$ cat config.mk
export PLATFORM = sky130hd
export DESIGN_NAME = generational_handle_pool_flat
export DESIGN_NICKNAME = d
export VERILOG_FILES = /design/src/sv/ghp_pkg.sv /design/src/sv/ghp_if.sv /design/src/sv/generational_handle_pool.sv /design/src/sv/ghp_ram.sv /design/src/flat_wrapper.sv
export SDC_FILE = /design/constraint.sdc
export NUM_CORES = 2
export LEC_CHECK = 0
export BUFFER_PORTS_ARGS = -buffer_cell sky130_fd_sc_hd__buf_4
export CORE_MARGIN = 1
export CORE_UTILIZATION = 62
export DETAILED_ROUTE_END_ITERATION = 12
export PLACE_DENSITY = 0.85
export SYNTH_ARGS = -nofsm -noshare
export SYNTH_HDL_FRONTEND = slang
export SYNTH_HIERARCHICAL = 1
export SYNTH_SLANG_ARGS = --single-unit
export TNS_END_PERCENT = 10
$ cat constraint.sdc
create_clock -name clk_i -period 18.6 [get_ports clk_i]
set_input_delay 3.72 -clock clk_i [delete_from_list [all_inputs] [get_ports clk_i]]
set_output_delay 3.72 -clock clk_i [all_outputs]
set_load 0.01 [all_outputs]
$ cat src/sv/ghp_pkg.sv
`timescale 1ns / 1ps

package ghp_pkg;

  // Item field widths
  localparam int unsigned OP_W     = 2;
  localparam int unsigned HANDLE_W = 32;
  localparam int unsigned SLOT_W   = 16;
  localparam int unsigned GEN_W    = 16;
  localparam int unsigned STATUS_W = 2;
  localparam int unsigned COUNT_W  = 7;

  // Default pool size (slots 1..N, slot 0 reserved)
  localparam int unsigned POOL_SLOTS_DEF = 64;

  // Operation codes
  typedef enum logic [OP_W-1:0] {
    OP_ALLOC   = 2'd0,
    OP_RELEASE = 2'd1,
    OP_CHECK   = 2'd2
  } op_e;

  // Result status codes
  localparam logic [STATUS_W-1:0] ST_OK      = 2'd0;
  localparam logic [STATUS_W-1:0] ST_EMPTY   = 2'd1;
  localparam logic [STATUS_W-1:0] ST_INVALID = 2'd2;

endpackage

$ cat src/sv/ghp_if.sv
`timescale 1ns / 1ps

// Request channel: operation and handle
interface ghp_in_if;
  logic                            valid;
  logic                            ready;
  logic [ghp_pkg::OP_W-1:0]        op;
  logic [ghp_pkg::HANDLE_W-1:0]    handle;

  modport source (output valid, output op, output handle, input ready);
  modport sink   (input valid, input op, input handle, output ready);
endinterface

// Result channel: handle, status and free slot count
interface ghp_out_if;
  logic                            valid;
  logic                            ready;
  logic [ghp_pkg::HANDLE_W-1:0]    handle_out;
  logic [ghp_pkg::STATUS_W-1:0]    status;
  logic [ghp_pkg::COUNT_W-1:0]     free_count;

  modport source (output valid, output handle_out, output status, output free_count,
                  input ready);
  modport sink   (input valid, input handle_out, input status, input free_count,
                  output ready);
endinterface

$ cat src/sv/generational_handle_pool.sv
`timescale 1ns / 1ps

// Generational handle allocator for slots 1..POOL_SLOTS (slot 0 is never handed
// out). A handle is generation << 16 | slot. Allocate pops the top free slot,
// bumps its 16-bit generation (skipping zero) and marks it live; release checks
// range, live mark and generation, then frees the slot; check only validates.
// On acceptance the slot's generation/live entry (and, on allocate, the next
// free-stack entry) is read from RAM; in execute it is updated and written
// back. The next item is accepted only once execute is left, and a result
// waiting in the output register stalls execute. No clearing pass is needed
// after reset: a low-water mark on the free stack tells which stack entries
// and which slots were never written.
module generational_handle_pool #(
  parameter int unsigned POOL_SLOTS = ghp_pkg::POOL_SLOTS_DEF
) (
  input  logic     clk_i,
  input  logic     rst_ni,
  ghp_in_if.sink   in_i,
  ghp_out_if.source out_o
);

  localparam int unsigned DW  = $clog2(POOL_SLOTS + 1);
  localparam int unsigned SAW = (POOL_SLOTS > 1) ? $clog2(POOL_SLOTS) : 1;
  localparam int unsigned XW  = ghp_pkg::SLOT_W + 1;
  localparam int unsigned GW  = ghp_pkg::GEN_W;

  localparam logic S_IDLE = 1'b0;
  localparam logic S_EXEC = 1'b1;

  logic state_q, state_d;

  logic [DW-1:0] depth_q, depth_d;   // free slots on the stack
  logic [DW-1:0] low_q, low_d;       // lowest depth ever reached
  logic [DW-1:0] top_q, top_d;       // slot on top of the stack

  ghp_pkg::op_e                  op_q;
  logic [ghp_pkg::HANDLE_W-1:0]  handle_q;

  logic                          out_valid_q;
  logic [ghp_pkg::HANDLE_W-1:0]  out_handle_q;
  logic [ghp_pkg::STATUS_W-1:0]  out_status_q;
  logic [ghp_pkg::COUNT_W-1:0]   out_count_q;

  logic accept, adv;

  // RAM ports
  logic            stk_re, stk_we;
  logic [SAW-1:0]  stk_raddr, stk_waddr;
  logic [DW-1:0]   stk_wdata, stk_rdata;
  logic            gen_re, gen_we;
  logic [DW-1:0]   gen_raddr, gen_waddr;
  logic [GW:0]     gen_wdata, gen_rdata;

  // Execute-stage decode
  logic [ghp_pkg::SLOT_W-1:0] hslot;
  logic [GW-1:0]              hgen;
  logic                       in_range;
  logic [XW-1:0]              gslot;
  logic                       touched;
  logic                       eff_live;
  logic [GW-1:0]              eff_gen;
  logic [GW-1:0]              new_gen;
  logic [DW-1:0]              sidx;
  logic                       valid_h;

  logic [ghp_pkg::HANDLE_W-1:0] res_handle;
  logic [ghp_pkg::STATUS_W-1:0] res_status;

  assign accept = in_i.valid && in_i.ready;
  assign adv    = (state_q == S_EXEC) && (!out_valid_q || out_o.ready);

  assign in_i.ready = (state_q == S_IDLE);

  // Read issue on acceptance
  always_comb begin
    stk_re    = accept && (in_i.op == ghp_pkg::OP_ALLOC) && (depth_q >= DW'(2));
    stk_raddr = SAW'(depth_q - DW'(2));
    gen_re    = accept;
    if (in_i.op == ghp_pkg::OP_ALLOC) begin
      gen_raddr = top_q;
    end else begin
      gen_raddr = DW'(in_i.handle[ghp_pkg::SLOT_W-1:0]);
    end
  end

  // Decode of the item in execute
  assign hslot    = handle_q[ghp_pkg::SLOT_W-1:0];
  assign hgen     = handle_q[ghp_pkg::HANDLE_W-1:ghp_pkg::SLOT_W];
  assign in_range = (hslot != '0) && (XW'(hslot) <= XW'(POOL_SLOTS));
  assign gslot    = (op_q == ghp_pkg::OP_ALLOC) ? XW'(top_q) : XW'(hslot);
  // Slots above the number ever allocated still hold their reset entry
  assign touched  = gslot <= XW'(DW'(POOL_SLOTS) - low_q);
  assign eff_live = touched && gen_rdata[GW];
  assign eff_gen  = touched ? gen_rdata[GW-1:0] : '0;
  assign sidx     = depth_q - DW'(2);
  assign valid_h  = in_range && eff_live && (eff_gen == hgen);

  always_comb begin
    new_gen = eff_gen + GW'(1);
    if (new_gen == '0) begin
      new_gen = GW'(1);
    end
  end

  // Update and result
  always_comb begin
    depth_d    = depth_q;
    low_d      = low_q;
    top_d      = top_q;
    stk_we     = 1'b0;
    stk_waddr  = SAW'(depth_q);
    stk_wdata  = DW'(hslot);
    gen_we     = 1'b0;
    gen_waddr  = DW'(hslot);
    gen_wdata  = {1'b0, eff_gen};
    res_handle = '0;
    res_status = ghp_pkg::ST_INVALID;
    unique case (op_q)
      ghp_pkg::OP_ALLOC: begin
        if (depth_q == '0) begin
          res_status = ghp_pkg::ST_EMPTY;
        end else begin
          gen_we     = adv;
          gen_waddr  = top_q;
          gen_wdata  = {1'b1, new_gen};
          res_handle = {new_gen, ghp_pkg::SLOT_W'(top_q)};
          res_status = ghp_pkg::ST_OK;
          depth_d    = depth_q - DW'(1);
          if (depth_d < low_q) begin
            low_d = depth_d;
          end
          // Entries below the low-water mark were never written
          if (depth_q >= DW'(2)) begin
            top_d = (sidx < low_q) ? (DW'(POOL_SLOTS) - sidx) : stk_rdata;
          end
        end
      end
      ghp_pkg::OP_RELEASE: begin
        if (valid_h && (depth_q < DW'(POOL_SLOTS))) begin
          gen_we     = adv;
          stk_we     = adv;
          res_handle = handle_q;
          res_status = ghp_pkg::ST_OK;
          depth_d    = depth_q + DW'(1);
          top_d      = DW'(hslot);
        end
      end
      ghp_pkg::OP_CHECK: begin
        if (valid_h) begin
          res_handle = handle_q;
          res_status = ghp_pkg::ST_OK;
        end
      end
      default: begin
      end
    endcase
  end

  // Sequencer
  always_comb begin
    state_d = state_q;
    unique case (state_q)
      S_IDLE: if (accept) state_d = S_EXEC;
      S_EXEC: if (adv)    state_d = S_IDLE;
      default:            state_d = S_IDLE;
    endcase
  end

  always_ff @(posedge clk_i or negedge rst_ni) begin
    if (!rst_ni) begin
      state_q     <= S_IDLE;
      depth_q     <= DW'(POOL_SLOTS);
      low_q       <= DW'(POOL_SLOTS);
      top_q       <= DW'(1);
      out_valid_q <= 1'b0;
    end else begin
      state_q <= state_d;
      if (adv) begin
        depth_q <= depth_d;
        low_q   <= low_d;
        top_q   <= top_d;
      end
      if (adv) begin
        out_valid_q <= 1'b1;
      end else if (out_o.ready) begin
        out_valid_q <= 1'b0;
      end
    end
  end

  // Item capture and result register
  always_ff @(posedge clk_i) begin
    if (accept) begin
      op_q     <= ghp_pkg::op_e'(in_i.op);
      handle_q <= in_i.handle;
    end
    if (adv) begin
      out_handle_q <= res_handle;
      out_status_q <= res_status;
      out_count_q  <= ghp_pkg::COUNT_W'(depth_d);
    end
  end

  assign out_o.valid      = out_valid_q;
  assign out_o.handle_out = out_handle_q;
  assign out_o.status     = out_status_q;
  assign out_o.free_count = out_count_q;

  // Free-slot stack
  ghp_ram #(
    .WIDTH (DW),
    .DEPTH (POOL_SLOTS)
  ) u_stack_ram (
    .clk_i   (clk_i),
    .we_i    (stk_we),
    .waddr_i (stk_waddr),
    .wdata_i (stk_wdata),
    .re_i    (stk_re),
    .raddr_i (stk_raddr),
    .rdata_o (stk_rdata)
  );

  // Per-slot live mark and generation
  ghp_ram #(
    .WIDTH (GW + 1),
    .DEPTH (POOL_SLOTS + 1)
  ) u_gen_ram (
    .clk_i   (clk_i),
    .we_i    (gen_we),
    .waddr_i (gen_waddr),
    .wdata_i (gen_wdata),
    .re_i    (gen_re),
    .raddr_i (gen_raddr),
    .rdata_o (gen_rdata)
  );

endmodule

$ cat src/sv/ghp_ram.sv
`timescale 1ns / 1ps

// Simple dual-port RAM: one write port, one read port, registered read data
module ghp_ram #(
  parameter int unsigned WIDTH = 8,
  parameter int unsigned DEPTH = 16,
  localparam int unsigned AW   = (DEPTH > 1) ? $clog2(DEPTH) : 1
) (
  input  logic             clk_i,
  input  logic             we_i,
  input  logic [AW-1:0]    waddr_i,
  input  logic [WIDTH-1:0] wdata_i,
  input  logic             re_i,
  input  logic [AW-1:0]    raddr_i,
  output logic [WIDTH-1:0] rdata_o
);

  logic [WIDTH-1:0] mem_q [DEPTH];
  logic [WIDTH-1:0] rdata_q;

  always_ff @(posedge clk_i) begin
    if (we_i) begin
      mem_q[waddr_i] <= wdata_i;
    end
  end

  // Read data holds until the next read
  always_ff @(posedge clk_i) begin
    if (re_i) begin
      rdata_q <= mem_q[raddr_i];
    end
  end

  assign rdata_o = rdata_q;

endmodule

$ cat src/flat_wrapper.sv
// flat-port wrapper written by rule: the top's interface ports become plain ports
module generational_handle_pool_flat 
#(
  parameter int unsigned POOL_SLOTS = ghp_pkg::POOL_SLOTS_DEF
)
  (clk_i, rst_ni, in_i_valid, in_i_op, in_i_handle, in_i_ready, out_o_valid, out_o_handle_out, out_o_status, out_o_free_count, out_o_ready);
  ghp_in_if in_i_i ();
  ghp_out_if out_o_i ();
  input  logic clk_i;
  input  logic rst_ni;
  input wire logic [$bits(in_i_i.valid)-1:0] in_i_valid;
  input wire logic [$bits(in_i_i.op)-1:0] in_i_op;
  input wire logic [$bits(in_i_i.handle)-1:0] in_i_handle;
  output wire logic [$bits(in_i_i.ready)-1:0] in_i_ready;
  output wire logic [$bits(out_o_i.valid)-1:0] out_o_valid;
  output wire logic [$bits(out_o_i.handle_out)-1:0] out_o_handle_out;
  output wire logic [$bits(out_o_i.status)-1:0] out_o_status;
  output wire logic [$bits(out_o_i.free_count)-1:0] out_o_free_count;
  input wire logic [$bits(out_o_i.ready)-1:0] out_o_ready;
  assign in_i_i.valid = in_i_valid;
  assign in_i_i.op = in_i_op;
  assign in_i_i.handle = in_i_handle;
  assign in_i_ready = in_i_i.ready;
  assign out_o_valid = out_o_i.valid;
  assign out_o_handle_out = out_o_i.handle_out;
  assign out_o_status = out_o_i.status;
  assign out_o_free_count = out_o_i.free_count;
  assign out_o_i.ready = out_o_ready;
  generational_handle_pool #(.POOL_SLOTS(POOL_SLOTS)) u_core (.clk_i(clk_i), .rst_ni(rst_ni), .in_i(in_i_i), .out_o(out_o_i));
endmodule
==> flow_metrics.env <==
export IMPL_run_status="completed"
export IMPL_synth_top_flop_cell="edfxtp_1"
export IMPL_finalCritPeriodShare_pct=46.2
export IMPL_viasPerCell=7.19
export IMPL_cts_setup_buffers=0
export IMPL_clock_skew_ps=39.2
export IMPL_pre_cts_ws_ps=9640
export IMPL_grt_use_total_pct=32.3
export IMPL_start_kind="input pin"
export IMPL_fmax_mhz=116
export IMPL_cts_tree="built"
export IMPL_io_pins=81
export IMPL_yosysSeqAreaShare_pct=74.3
export IMPL_fin_ws_ps=10010
export IMPL_grt_max_degree=140
export IMPL_gp_congestion=0.962
export IMPL_synth_edf_count=1652
export IMPL_ys_ff_latch=1675
export IMPL_clock_sinks=1675
export IMPL_overflow=0
export IMPL_finalWirelength_um=177000
export IMPL_synth_simple_area_share_pct=4.80
export IMPL_hold_path_class="flip-flop to flip-flop"
export IMPL_min_period_ps=8590
export IMPL_critPathMaxFanout=82
export IMPL_max_cap_violations=0
export IMPL_start_util_pct=62.8
export IMPL_stdcell_area_um2=74900
export IMPL_peakVddDrop_mv=0.136
export IMPL_drv_slew=0
export IMPL_synth_distinct_cells=92
export IMPL_drc=0
export IMPL_final_nets=3813
export IMPL_grt_pass1_wl_um=256000
export IMPL_grt_pass1_vias=37800
export IMPL_cts_buffers=156
export IMPL_synth_xor_area_share_pct=0.804
export IMPL_dp_hpwl_um=99000
export IMPL_drtIter0Drc=6894
export IMPL_cts_hold_buf=0
export IMPL_yosys_area_top_type="edfxtp_1"
export IMPL_finish_utilization_pct=69.7
export IMPL_chipHeight_um=332
export IMPL_power_density_nw_per_um2=131
export IMPL_port_buffers=80
export IMPL_synthAdderAreaFrac_pct=0.593
export IMPL_dieArea_um2=110000
export IMPL_worstMarginPinSlew_ps=1420
export IMPL_clock_tree_buffer_depth=3
export IMPL_vias=37900
export IMPL_rows=120
export IMPL_cts_root_buffer="clkbuf_16"
export IMPL_clock_latency_ps=780
export IMPL_syn_area_per_cell_um2=18.8
export IMPL_syn_instance_count=3601
export IMPL_synth_compound_area_share_pct=4.33
export IMPL_setup_viol_count_final=0
export IMPL_hold_ws_ps=566
export IMPL_cts_resized=0
export IMPL_yosysWarnings=6
export IMPL_clkTransAtPathRegs_ps=60
export IMPL_ant_nets=0
export IMPL_rsz0062_at_grt="false"
export IMPL_fin_tns_setup_ps=0
export IMPL_syn_area_um2=67600
export IMPL_crit_type="input pin to flip-flop"
export IMPL_yosys_top_cells_area="edfxtp_1 73%, mux4_2 9.4%, mux2i_1 3.4%"
export IMPL_fp_dieW_um=332
export IMPL_core_um2=108000
export IMPL_synthTopCellsByCount="1652 x edfxtp_1, 282 x mux4_2, 227 x mux2i_1"
export IMPL_antenna_found_initial=10
export IMPL_area_growth_pct=10.9
export IMPL_worstPathRequired_ps=19100
export IMPL_synth_top_cell_area_share_pct=73.4
export IMPL_ys_async_sr_fraction_pct=1.37
export IMPL_yosysMostFrequentCell="edfxtp_1"
export IMPL_drive_above_1_share_pct=20.6
export IMPL_muxShareOfSynthArea_pct=13.4
export IMPL_cp_arrival_ps=9090
export IMPL_cts_max_level=4
export IMPL_p_leak_nw=24.4
export IMPL_wl_per_cell_um=33.6
export IMPL_end_kind="flip-flop"
export IMPL_n_fill_cell=5997
export IMPL_hold_viol=0
export IMPL_placed_area_um2=69900
export IMPL_first_pass_iters=13
export IMPL_synth_top_family_by_area="multiplexers"
export IMPL_max_slew_margin_pct=5.00
cells in the final DEF (no fill, tap or decap), drive strengths merged, types with 42 or more instances in the layout:
cell type and count:
edfxtp 1652, nor2 176, o221ai 42, clkinv 67, o21ai 76, nor2b 83
nand3 49, clkbuf 189, mux2i 227, a21oi 43, xnor2 44, mux4 282
buf 186, a211oi 109, nand2 161
power breakdown:
part,internal [mW],total (mW),leakage (nW),switching (mW)
Clock,1.77,3.13,2.41,1.36
Sequential,4.34,4.47,15.4,0.130
Combinational,0.775,2.19,6.54,1.42
Total,6.89,9.80,24.4,2.91
per-stage QoR:
step	power, mW	cells
detailed placement	6.60	4988
global route	10.0	5270
CTS	9.73	5270
floorplan	5.92	3609
finish	9.80	5274
global placement	6.53	4988
per-layer routing:
layer / share of wire [%] / wire (um) / up-vias / GRT usage, %
li1: - / - / 14900 / -
met1: 32 / 57400 / 18900 / 39.8
met2: 48 / 84600 / 3339 / 51.4
met3: 13 / 23000 / 835 / 9.77
met4: 6.9 / 12200 / 12 / 18.1
met5: 0.045 / 80 / - / 0
critical path, cell delays in order:
cell and delay (ps):
buf_4 110, nor2_1 840, mux2_8 870, buf_4 810
mux2_2 420, nand2_1 70, o221ai_1 210, nor4_1 1220
a31oi_1 250, or3_1 400
kinds of logic after synthesis:
group	count (synthesis)
xor+xnor	62
compound gates	409
fa+ha+maj	32
other cells	1
flops	1675
simple gates	638
mux	549
buf+inv	235
path summary, 6_finish.rpt:
kind | cells past startpoint | slack, ps | start | to
setup / recovery | 10 | 10010 | in_i_op[1] | u_core/u_gen_ram/rdata_o[5]
hold / removal | 1 | 570 | u_core/low_q[5] | u_core/low_q[5]
setup reg to reg | 18 | 12090 | u_core/op_q[1] | u_core/u_gen_ram/mem_q[52][0]
hold reg to reg | 1 | 570 | u_core/low_q[5] | u_core/low_q[5]
max in group asynchronous | 1 | 15440 | rst_ni | u_core/top_q[0]
min in group asynchronous | 1 | 2860 | rst_ni | u_core/state_q
registers in the layout (all words and copies together), names as in the netlist:
| name | flops |
|---|---|
| u_core/low_q | 7 |
| u_core/depth_q | 7 |
| u_core/handle_q | 32 |
| u_core/u_gen_ram/rdata_o | 17 |
| u_core/out_o.free_count | 7 |
| u_core/top_q | 7 |
| u_core/out_o.status | 2 |
| u_core/u_stack_ram/rdata_o | 7 |
| u_core/u_stack_ram/mem_q | 448 |
| u_core/state_q | 1 |
| u_core/out_o.handle_out | 32 |
| u_core/out_o.valid | 1 |
| u_core/u_gen_ram/mem_q | 1105 |
| u_core/op_q | 2 |
layout make-up:
cell class	instances	area, um^2	area share, %
inverter	25	97.6	0.130
multi-input combinational	1699	16500	22.0
clock buffer	189	4130	5.52
antenna	4	10.0	0.0134
timing repair buffer	186	1420	1.90
tap	1403	1760	2.34
sequential	1675	50200	67.0
clock inverter	93	812	1.08
(Power assumes the default switching activity.)
